**config.mk**
```make
export PLATFORM = sky130hd
export DESIGN_NAME = unix_time_to_datetime_unit
export DESIGN_NICKNAME = d
export VERILOG_FILES = /design/src/design/utd_pkg.sv /design/src/design/unix_time_to_datetime_unit.sv /design/src/design/utd_ctrl.sv /design/src/design/utd_dp.sv
export VERILOG_INCLUDE_DIRS = /design/src /design/src/design
export SDC_FILE = /design/constraint.sdc
export NUM_CORES = 1
export LEC_CHECK = 0
export ABC_AREA = 1
export BUFFER_PORTS_ARGS = -buffer_cell sky130_fd_sc_hd__buf_2
export CAP_MARGIN = 5
export CORE_MARGIN = 2
export CORE_UTILIZATION = 55
export CTS_CLUSTER_SIZE = 40
export DETAILED_ROUTE_END_ITERATION = 6
export PLACE_DENSITY = 0.72
export SLEW_MARGIN = 25
export SYNTH_ARGS = -nofsm -noshare
export SYNTH_HDL_FRONTEND = slang
export SYNTH_HIERARCHICAL = 1
export SYNTH_SLANG_ARGS = --single-unit
```
**constraint.sdc**
```tcl
create_clock -name clk -period 17.6 [get_ports clk]
set_input_delay 0 -clock clk [delete_from_list [all_inputs] [get_ports clk]]
set_output_delay 0 -clock clk [all_outputs]
set_load 0.03 [all_outputs]
```
**src/design/assert_macros.svh**
```systemverilog
// Assertion helpers shared by the files that check their own logic.
// Each macro expects clk and rst in scope; checks are off while rst is high.
`ifndef ASSERT_MACROS_SVH
`define ASSERT_MACROS_SVH

// Check a condition at every clock edge.
`define ASSERT_ALWAYS(label, cond, msg) \
  label: assert property (@(posedge clk) disable iff (rst) (cond)) else $error(msg);

// Check a consequence in the same cycle as its trigger.
`define ASSERT_SAME(label, trig, cons, msg) \
  label: assert property (@(posedge clk) disable iff (rst) (trig) |-> (cons)) else $error(msg);

// Check a consequence in the cycle after its trigger.
`define ASSERT_NEXT(label, trig, cons, msg) \
  label: assert property (@(posedge clk) disable iff (rst) (trig) |=> (cons)) else $error(msg);

`endif

```
**src/design/utd_pkg.sv**
```systemverilog
package utd_pkg;

  // Reciprocals for the time split: ceil(2^35 / 675), ceil(2^21 / 225), ceil(2^14 / 15)
  localparam logic [25:0] DayRecip  = 26'd50903317;
  localparam logic [13:0] HourRecip = 14'd9321;
  localparam logic [10:0] MinRecip  = 11'd1093;

  // Seconds per unit, used to take the remainder back off
  localparam logic [31:0] DaySecs  = 32'd86400;
  localparam logic [31:0] HourSecs = 32'd3600;
  localparam logic [11:0] MinSecs  = 12'd60;

  // Calendar constants
  localparam logic [11:0] EpochYear    = 12'd1970;
  localparam logic [1:0]  EpochMod4    = 2'd2;
  localparam logic [6:0]  EpochMod100  = 7'd70;
  localparam logic [8:0]  EpochMod400  = 9'd370;
  localparam logic [6:0]  LastMod100   = 7'd99;
  localparam logic [8:0]  LastMod400   = 9'd399;
  localparam logic [8:0]  DaysYear     = 9'd365;
  localparam logic [8:0]  DaysLeapYear = 9'd366;
  localparam logic [3:0]  MonthJan     = 4'd1;
  localparam logic [3:0]  MonthFeb     = 4'd2;
  localparam logic [3:0]  MonthDec     = 4'd12;

  // Commands from the controller to the datapath
  typedef struct packed {
    logic load;
    logic day_div;
    logic day_rem;
    logic hour_div;
    logic hour_rem;
    logic min_div;
    logic walk_init;
    logic year_step;
    logic month_step;
    logic out_load;
  } utd_cmd_t;

  // Status from the datapath to the controller
  typedef struct packed {
    logic year_fit;
    logic month_fit;
  } utd_stat_t;

  // Days in a month of a common year
  function automatic logic [4:0] month_days(input logic [3:0] m);
    logic [4:0] d;
    case (m)
      4'd1:    d = 5'd31;
      4'd2:    d = 5'd28;
      4'd3:    d = 5'd31;
      4'd4:    d = 5'd30;
      4'd5:    d = 5'd31;
      4'd6:    d = 5'd30;
      4'd7:    d = 5'd31;
      4'd8:    d = 5'd31;
      4'd9:    d = 5'd30;
      4'd10:   d = 5'd31;
      4'd11:   d = 5'd30;
      4'd12:   d = 5'd31;
      default: d = 5'd31;
    endcase
    return d;
  endfunction

endpackage

```
**src/design/unix_time_to_datetime_unit.sv**
```systemverilog
// Channel     Signals                               Direction  Transfer
// request     start, busy, unix_time                in         start && !busy
// result      done, year, month, day, hour,         out        done (one cycle)
//             minute, second, clamped
// config      cfg_valid, cfg_ready, utc_offset      in         cfg_valid && cfg_ready
//
// A request splits the seconds by reciprocal multiplication in the states DAY_DIV,
// DAY_REM, HOUR_DIV, HOUR_REM and MIN_DIV, then passes WALK_INIT, the year walk,
// one year per cycle, and the month walk before the result is presented.
// One request is in flight; busy is high until the strobe.
// Synchronous reset clears control and the offset register (offset 0).
// Results cannot be stalled: each is valid for the single done cycle.
module unix_time_to_datetime_unit
  import utd_pkg::*;
(
  input  logic        clk,
  input  logic        rst,
  input  logic        start,
  output logic        busy,
  input  logic [31:0] unix_time,
  output logic        done,
  output logic [11:0] year,
  output logic [3:0]  month,
  output logic [4:0]  day,
  output logic [4:0]  hour,
  output logic [5:0]  minute,
  output logic [5:0]  second,
  output logic        clamped,
  input  logic        cfg_valid,
  output logic        cfg_ready,
  input  logic [4:0]  utc_offset
);

  utd_cmd_t  cmd;
  utd_stat_t stat;
  logic      date_ok;
  logic      time_ok;

  // Take offset writes between requests
  assign cfg_ready = !busy;

  utd_ctrl u_ctrl (
    .clk   (clk),
    .rst   (rst),
    .start (start),
    .stat  (stat),
    .cmd   (cmd),
    .busy  (busy),
    .done  (done)
  );

  utd_dp u_dp (
    .clk       (clk),
    .rst       (rst),
    .cmd       (cmd),
    .unix_time (unix_time),
    .cfg_we    (cfg_valid && cfg_ready),
    .cfg_tz    (utc_offset),
    .stat      (stat),
    .year      (year),
    .month     (month),
    .day       (day),
    .hour      (hour),
    .minute    (minute),
    .second    (second),
    .clamped   (clamped)
  );

  // Range checks on the presented result
  assign date_ok = (month >= MonthJan) && (month <= MonthDec) && (day != 5'd0);
  assign time_ok = (hour < 5'd24) && (minute < 6'd60) && (second < 6'd60);

`include "assert_macros.svh"

  `ASSERT_NEXT(a_accept_busy, start && !busy, busy, "accepted request did not raise busy")
  `ASSERT_SAME(a_done_idle, done, !busy, "result strobe while still busy")
  `ASSERT_NEXT(a_done_single, done, !done, "result strobe longer than one cycle")
  `ASSERT_SAME(a_done_month, done, date_ok, "month or day out of range")
  `ASSERT_SAME(a_done_time, done, time_ok, "time of day out of range")

endmodule

```
**src/design/utd_ctrl.sv**
```systemverilog
module utd_ctrl
  import utd_pkg::*;
(
  input  logic      clk,
  input  logic      rst,
  input  logic      start,
  input  utd_stat_t stat,
  output utd_cmd_t  cmd,
  output logic      busy,
  output logic      done
);

  typedef enum logic [3:0] {
    ST_IDLE,
    ST_DAY_DIV,
    ST_DAY_REM,
    ST_HOUR_DIV,
    ST_HOUR_REM,
    ST_MIN_DIV,
    ST_WALK_INIT,
    ST_YEAR,
    ST_MONTH
  } state_t;

  state_t state;

  // Decode commands from the current state
  always_comb begin
    cmd = '0;
    case (state)
      ST_IDLE:      cmd.load      = start;
      ST_DAY_DIV:   cmd.day_div   = 1'b1;
      ST_DAY_REM:   cmd.day_rem   = 1'b1;
      ST_HOUR_DIV:  cmd.hour_div  = 1'b1;
      ST_HOUR_REM:  cmd.hour_rem  = 1'b1;
      ST_MIN_DIV:   cmd.min_div   = 1'b1;
      ST_WALK_INIT: cmd.walk_init = 1'b1;
      ST_YEAR:      cmd.year_step = !stat.year_fit;
      ST_MONTH: begin
        cmd.month_step = !stat.month_fit;
        cmd.out_load   = stat.month_fit;
      end
      default:      cmd = '0;
    endcase
  end

  // Sequence the request through the time split and the calendar walk
  always_ff @(posedge clk) begin
    if (rst) begin
      state <= ST_IDLE;
      busy  <= 1'b0;
      done  <= 1'b0;
    end else begin
      done <= cmd.out_load;
      case (state)
        ST_IDLE: begin
          if (start) begin
            state <= ST_DAY_DIV;
            busy  <= 1'b1;
          end
        end
        ST_DAY_DIV:   state <= ST_DAY_REM;
        ST_DAY_REM:   state <= ST_HOUR_DIV;
        ST_HOUR_DIV:  state <= ST_HOUR_REM;
        ST_HOUR_REM:  state <= ST_MIN_DIV;
        ST_MIN_DIV:   state <= ST_WALK_INIT;
        ST_WALK_INIT: state <= ST_YEAR;
        ST_YEAR: begin
          if (stat.year_fit) state <= ST_MONTH;
        end
        ST_MONTH: begin
          if (stat.month_fit) begin
            state <= ST_IDLE;
            busy  <= 1'b0;
          end
        end
        default: begin
          state <= ST_IDLE;
          busy  <= 1'b0;
        end
      endcase
    end
  end

endmodule

```
**src/design/utd_dp.sv**
```systemverilog
module utd_dp
  import utd_pkg::*;
(
  input  logic        clk,
  input  logic        rst,
  input  utd_cmd_t    cmd,
  input  logic [31:0] unix_time,
  input  logic        cfg_we,
  input  logic [4:0]  cfg_tz,
  output utd_stat_t   stat,
  output logic [11:0] year,
  output logic [3:0]  month,
  output logic [4:0]  day,
  output logic [4:0]  hour,
  output logic [5:0]  minute,
  output logic [5:0]  second,
  output logic        clamped
);

  logic [4:0]         tz;
  logic [31:0]        rem;
  logic [15:0]        days;
  logic [4:0]         hour_r;
  logic [5:0]         min_r;
  logic [11:0]        year_r;
  logic [1:0]         m4;
  logic [6:0]         m100;
  logic [8:0]         m400;
  logic [3:0]         month_r;
  logic               clamp_r;

  logic signed [33:0] tz_secs;
  logic signed [33:0] local_secs;
  logic [31:0]        secs;
  logic               clamp_now;
  logic               leap;
  logic [8:0]         ylen;
  logic [4:0]         mlen;
  logic [50:0]        day_prod;
  logic [31:0]        day_secs;
  logic [25:0]        hour_prod;
  logic [31:0]        hour_secs;
  logic [19:0]        min_prod;
  logic [11:0]        min_secs;
  logic [11:0]        sec_left;

  // Form local seconds and clamp them into the 32-bit range
  always_comb begin
    tz_secs    = $signed({{29{tz[4]}}, tz}) * 34'sd3600;
    local_secs = $signed({2'b00, unix_time}) + tz_secs;
    clamp_now  = local_secs[33] || local_secs[32];
    if (local_secs[33]) secs = '0;
    else if (local_secs[32]) secs = '1;
    else secs = local_secs[31:0];
  end

  // Split the seconds by reciprocal multiplication after dropping factors of two
  always_comb begin
    day_prod  = 51'(rem[31:7]) * 51'(DayRecip);
    day_secs  = 32'(days) * DaySecs;
    hour_prod = 26'(rem[16:4]) * 26'(HourRecip);
    hour_secs = 32'(hour_r) * HourSecs;
    min_prod  = 20'(rem[11:2]) * 20'(MinRecip);
    min_secs  = 12'(min_r) * MinSecs;
    sec_left  = rem[11:0] - min_secs;
  end

  // Leap rule from the running remainders of the year
  always_comb begin
    leap = ((m4 == 2'd0) && (m100 != 7'd0)) || (m400 == 9'd0);
    ylen = leap ? DaysLeapYear : DaysYear;
    mlen = month_days(month_r) + {4'd0, (month_r == MonthFeb) && leap};
    stat.year_fit  = days < {7'd0, ylen};
    stat.month_fit = (month_r == MonthDec) || (days < {11'd0, mlen});
  end

  // Hold the time-zone offset
  always_ff @(posedge clk) begin
    if (rst) begin
      tz <= '0;
    end else if (cfg_we) begin
      tz <= cfg_tz;
    end
  end

  // Time split and calendar walk registers
  always_ff @(posedge clk) begin
    if (cmd.load) begin
      rem     <= secs;
      clamp_r <= clamp_now;
    end
    if (cmd.day_div) begin
      days <= day_prod[50:35];
    end
    if (cmd.day_rem) begin
      rem <= rem - day_secs;
    end
    if (cmd.hour_div) begin
      hour_r <= hour_prod[25:21];
    end
    if (cmd.hour_rem) begin
      rem <= rem - hour_secs;
    end
    if (cmd.min_div) begin
      min_r <= min_prod[19:14];
    end
    if (cmd.walk_init) begin
      second  <= sec_left[5:0];
      year_r  <= EpochYear;
      m4      <= EpochMod4;
      m100    <= EpochMod100;
      m400    <= EpochMod400;
      month_r <= MonthJan;
    end
    // Advance one year
    if (cmd.year_step) begin
      days   <= days - {7'd0, ylen};
      year_r <= year_r + 12'd1;
      m4     <= m4 + 2'd1;
      m100   <= (m100 == LastMod100) ? 7'd0 : m100 + 7'd1;
      m400   <= (m400 == LastMod400) ? 9'd0 : m400 + 9'd1;
    end
    // Advance one month
    if (cmd.month_step) begin
      days    <= days - {11'd0, mlen};
      month_r <= month_r + 4'd1;
    end
    // Present the result
    if (cmd.out_load) begin
      year    <= year_r;
      month   <= month_r;
      day     <= days[4:0] + 5'd1;
      hour    <= hour_r;
      minute  <= min_r;
      clamped <= clamp_r;
    end
  end

endmodule

```
==> metrics <==
Post-DP HPWL just over 70 mm; Fin. Hold Viols 0; final setup fails 0; die width 239 µm; Async S/R FF share, synth 0%; Final Util between 50% and 60%; Synth Cell Area 0.0303 mm²; WP data required 17.96 ns; Die Height about 240 µm; Worst Path Class, Setup reg -> reg; maximum clock insertion buffer count 2; non-filler cells, final around 4.8k; largest net degree at the start of global routing 31; core area 0.0548 mm²; number of vias per cell ~5.5; Port Buffers a little over 80; Clock Latency Late Sink 0.50 ns; Min Hold Slack 0.160 ns; routed vias about 26k; area grow syn2layout 6.82%; DRT antenna net count 0; critical path's slowest cell edfxtp_1; status complete, no violations; hold worst-path end u_dp/rem[4]$_DFFE_PP_; Ys Warns 6; global-route wire length before repair 134 mm; Setup Total Neg Slack 0 ns; WL/cell between 15 and 20 µm; CTS clk-pin slew, worst paths roughly 0.080 ns; CTS resizes 0; relative slew slack about 34%; Tot GR Track Use slightly above 30%; total CTS buffers 17; Post-synth EDFFs 133; r2r endpoint u_dp/days[3]$_DFFE_PP_; R2R Setup Slk around 11 ns; worst hold path class in -> reg; most frequent cells after synthesis inv_1, nand2_1, ha_1; post-synthesis sequential area ratio 14.0%; routability cong. about 0.98; initial antenna violation count 2; DRC 0; top post-synthesis cells by area ha_1, fa_1, edfxtp_1; Max H-tree Level 4; RSZ-0062 raised after global routing no; DRT Wirelength between 80 and 90 mm; clk sinks between 100 and 150; 1st-iter DRT viols roughly 2.0k; ys flop type edfxtp_1; CP max FO 10; nets a little over 5k; CP Capture Type flip-flop; most frequent CP cell inv_1; max-slew violation count 0; CP top delay family adder cells; layout cell share with drive strength beyond 1 4.87%; reg2reg path depth 24; CP startpoint kind flip-flop; Root Driver clkbuf_16; post-CTS setup buffers 0; syn avg cell area around 7.6 µm²; Synthesized Nets ~5k; Tcrit/Tclk final a little under two fifths; HP Start unix_time[4]; CP max stage delay between 0.7 and 0.8 ns; Arrival @ worst endpoint just under 7 ns; Max Cap Viol 0; vias in the first global route 25.5k; die area ~0.057 mm²; Tightest Pin Transition a little under 1 ns; Yosys cell types 48; #FFs+latches synth about 150; placed insts roughly 4.8k; Yosys top cell by area ha_1; Synth top area share 25.6%; crit path cell chain inv_1 -> ha_1 -> ha_1 -> inv_1 -> fa_1 -> inv_1 -> fa_1 -> inv_1 -> fa_1 -> inv_1 -> fa_1 -> inv_1 -> fa_1 -> inv_1 -> ha_1 -> nand2_1 -> inv_1 -> a21oi_1 -> o21bai_1 -> a21oi_1 -> nand3_1 -> nand2_1 -> nand3_1 -> a21oi_1; R2R Path Start u_dp/rem[27]$_DFFE_PP_; gr ovfl total 0; highest clock rate about 150 MHz; drt first pass iters 6; Rows 86; clk_skew between 0.01 and 0.015 ns; CTS tree yes; top-count cell post-synth inv_1; worst path bufs/invs 8; I/O pin count 83; Initial Utilization a little under three fifths; Post-Synthesis Cells approximately 4.0k; WHS Path Cells 4; minimum clock period approximately 6.5 ns
[cell families after synthesis]
| kind of cell | Yosys count | synth area share [%] |
|---|---|---|
| fa+ha+maj | 884 | 43.0 |
| compound gates | 427 | 7.76 |
| xor+xnor | 77 | 2.22 |
| simple gates | 1501 | 21.0 |
| flops | 146 | 14.0 |
| buf+inv | 965 | 12.0 |
[state kept, by name, indices dropped and copies added, names as in the netlist, 5 cells and up, named ones only]
register and cells:
u_dp/rem 32, u_dp/days 16, u_dp/year 12, u_dp/year_r 12
u_dp/m400 9, u_dp/m100 7, u_dp/min_r 6, u_dp/minute 6
u_dp/second 6, u_dp/day 5, u_dp/hour 5, u_dp/hour_r 5
u_dp/tz 5
[through the flow]
stage / worst slack [ns] / instance area (µm²)
6_report: 11.09 / 32400
5_1_grt: 10.73 / 32400
4_1_cts: 11.21 / 32400
3_5_place_dp: 11.22 / 31700
3_3_place_gp: 11.24 / 31700
2_1_floorplan: 11.95 / 30300
[placed cells by master, fill, tap and decap left out, types with 4 or more instances in the layout]
cell type and instances:
a211oi_1 6, a21boi_0 14, a21o_1 9, a21oi_1 219
a31oi_1 7, buf_2 82, buf_4 15, clkbuf_16 17
dfxtp_1 13, dlygate4sd3_1 19, edfxtp_1 133, fa_1 264
ha_1 620, inv_1 934, inv_2 9, inv_6 7
nand2_1 801, nand2_2 9, nand3_1 228, nand3b_1 7
nand4_1 56, nor2_1 292, nor2_2 10, nor3_1 50
nor3_2 4, o21a_1 8, o21ai_0 123, o21bai_1 24
or2_2 26, xnor2_1 30, xor2_1 47
[final cells by class]
| class | count | area [µm²] |
|---|---|---|
| Inverter | 944 | 3540 |
| Multi-Input combinational cell | 2889 | 22500 |
| Antenna cell | 1 | 2.50 |
| Clock buffer | 18 | 429 |
| Fill cell | 5082 | 22400 |
| Sequential cell | 146 | 4250 |
| Tap cell | 704 | 881 |
| Clock inverter | 14 | 119 |
| Timing Repair Buffer | 116 | 713 |
[worst max-delay path by stage]
stage	cells past startpoint	startpoint	endpoint
after floorplan	22	u_dp/rem[12]$_DFFE_PP_	u_dp/days[0]$_DFFE_PP_
after global placement	22	u_dp/rem[21]$_DFFE_PP_	u_dp/days[4]$_DFFE_PP_
after detailed placement	24	u_dp/rem[28]$_DFFE_PP_	u_dp/days[4]$_DFFE_PP_
after CTS	23	u_dp/rem[28]$_DFFE_PP_	u_dp/days[3]$_DFFE_PP_
after global routing	24	u_dp/rem[28]$_DFFE_PP_	u_dp/days[3]$_DFFE_PP_
final	24	u_dp/rem[27]$_DFFE_PP_	u_dp/days[3]$_DFFE_PP_
[routing by layer]
| layer | track usage (%) | vias up | wire, µm |
|---|---|---|---|
| met5 | 0 | - | 13 |
| met1 | 41.3 | 12400 | 37900 |
| met2 | 50.0 | 825 | 38400 |
| met4 | 10.4 | 2 | 2890 |
| li1 | - | 13000 | - |
| met3 | 4.62 | 120 | 5600 |
[worst reg2reg max path: stages (launching register included)]
cell and delay (ns):
edfxtp_1 0.77, inv_1 0.23, ha_1 0.37, ha_1 0.28, inv_1 0.06, fa_1 0.53, inv_1 0.05, fa_1 0.52
inv_1 0.05, fa_1 0.52, inv_1 0.05, fa_1 0.53, inv_1 0.05, fa_1 0.52, inv_1 0.04, ha_1 0.32
nand2_1 0.13, inv_1 0.07, a21oi_1 0.27, o21bai_1 0.19, a21oi_1 0.23, nand3_1 0.11, nand2_1 0.07, nand3_1 0.19
a21oi_1 0.19
[what timing repair did]
action                     in CTS  in global routing
setup endpoints to repair       0                  0
hold endpoints to repair       16                  0
hold buffers                   19                  0
Power is not shown: default switching activity piles up to over one toggle a cycle in this logic, so the estimate is an artifact.
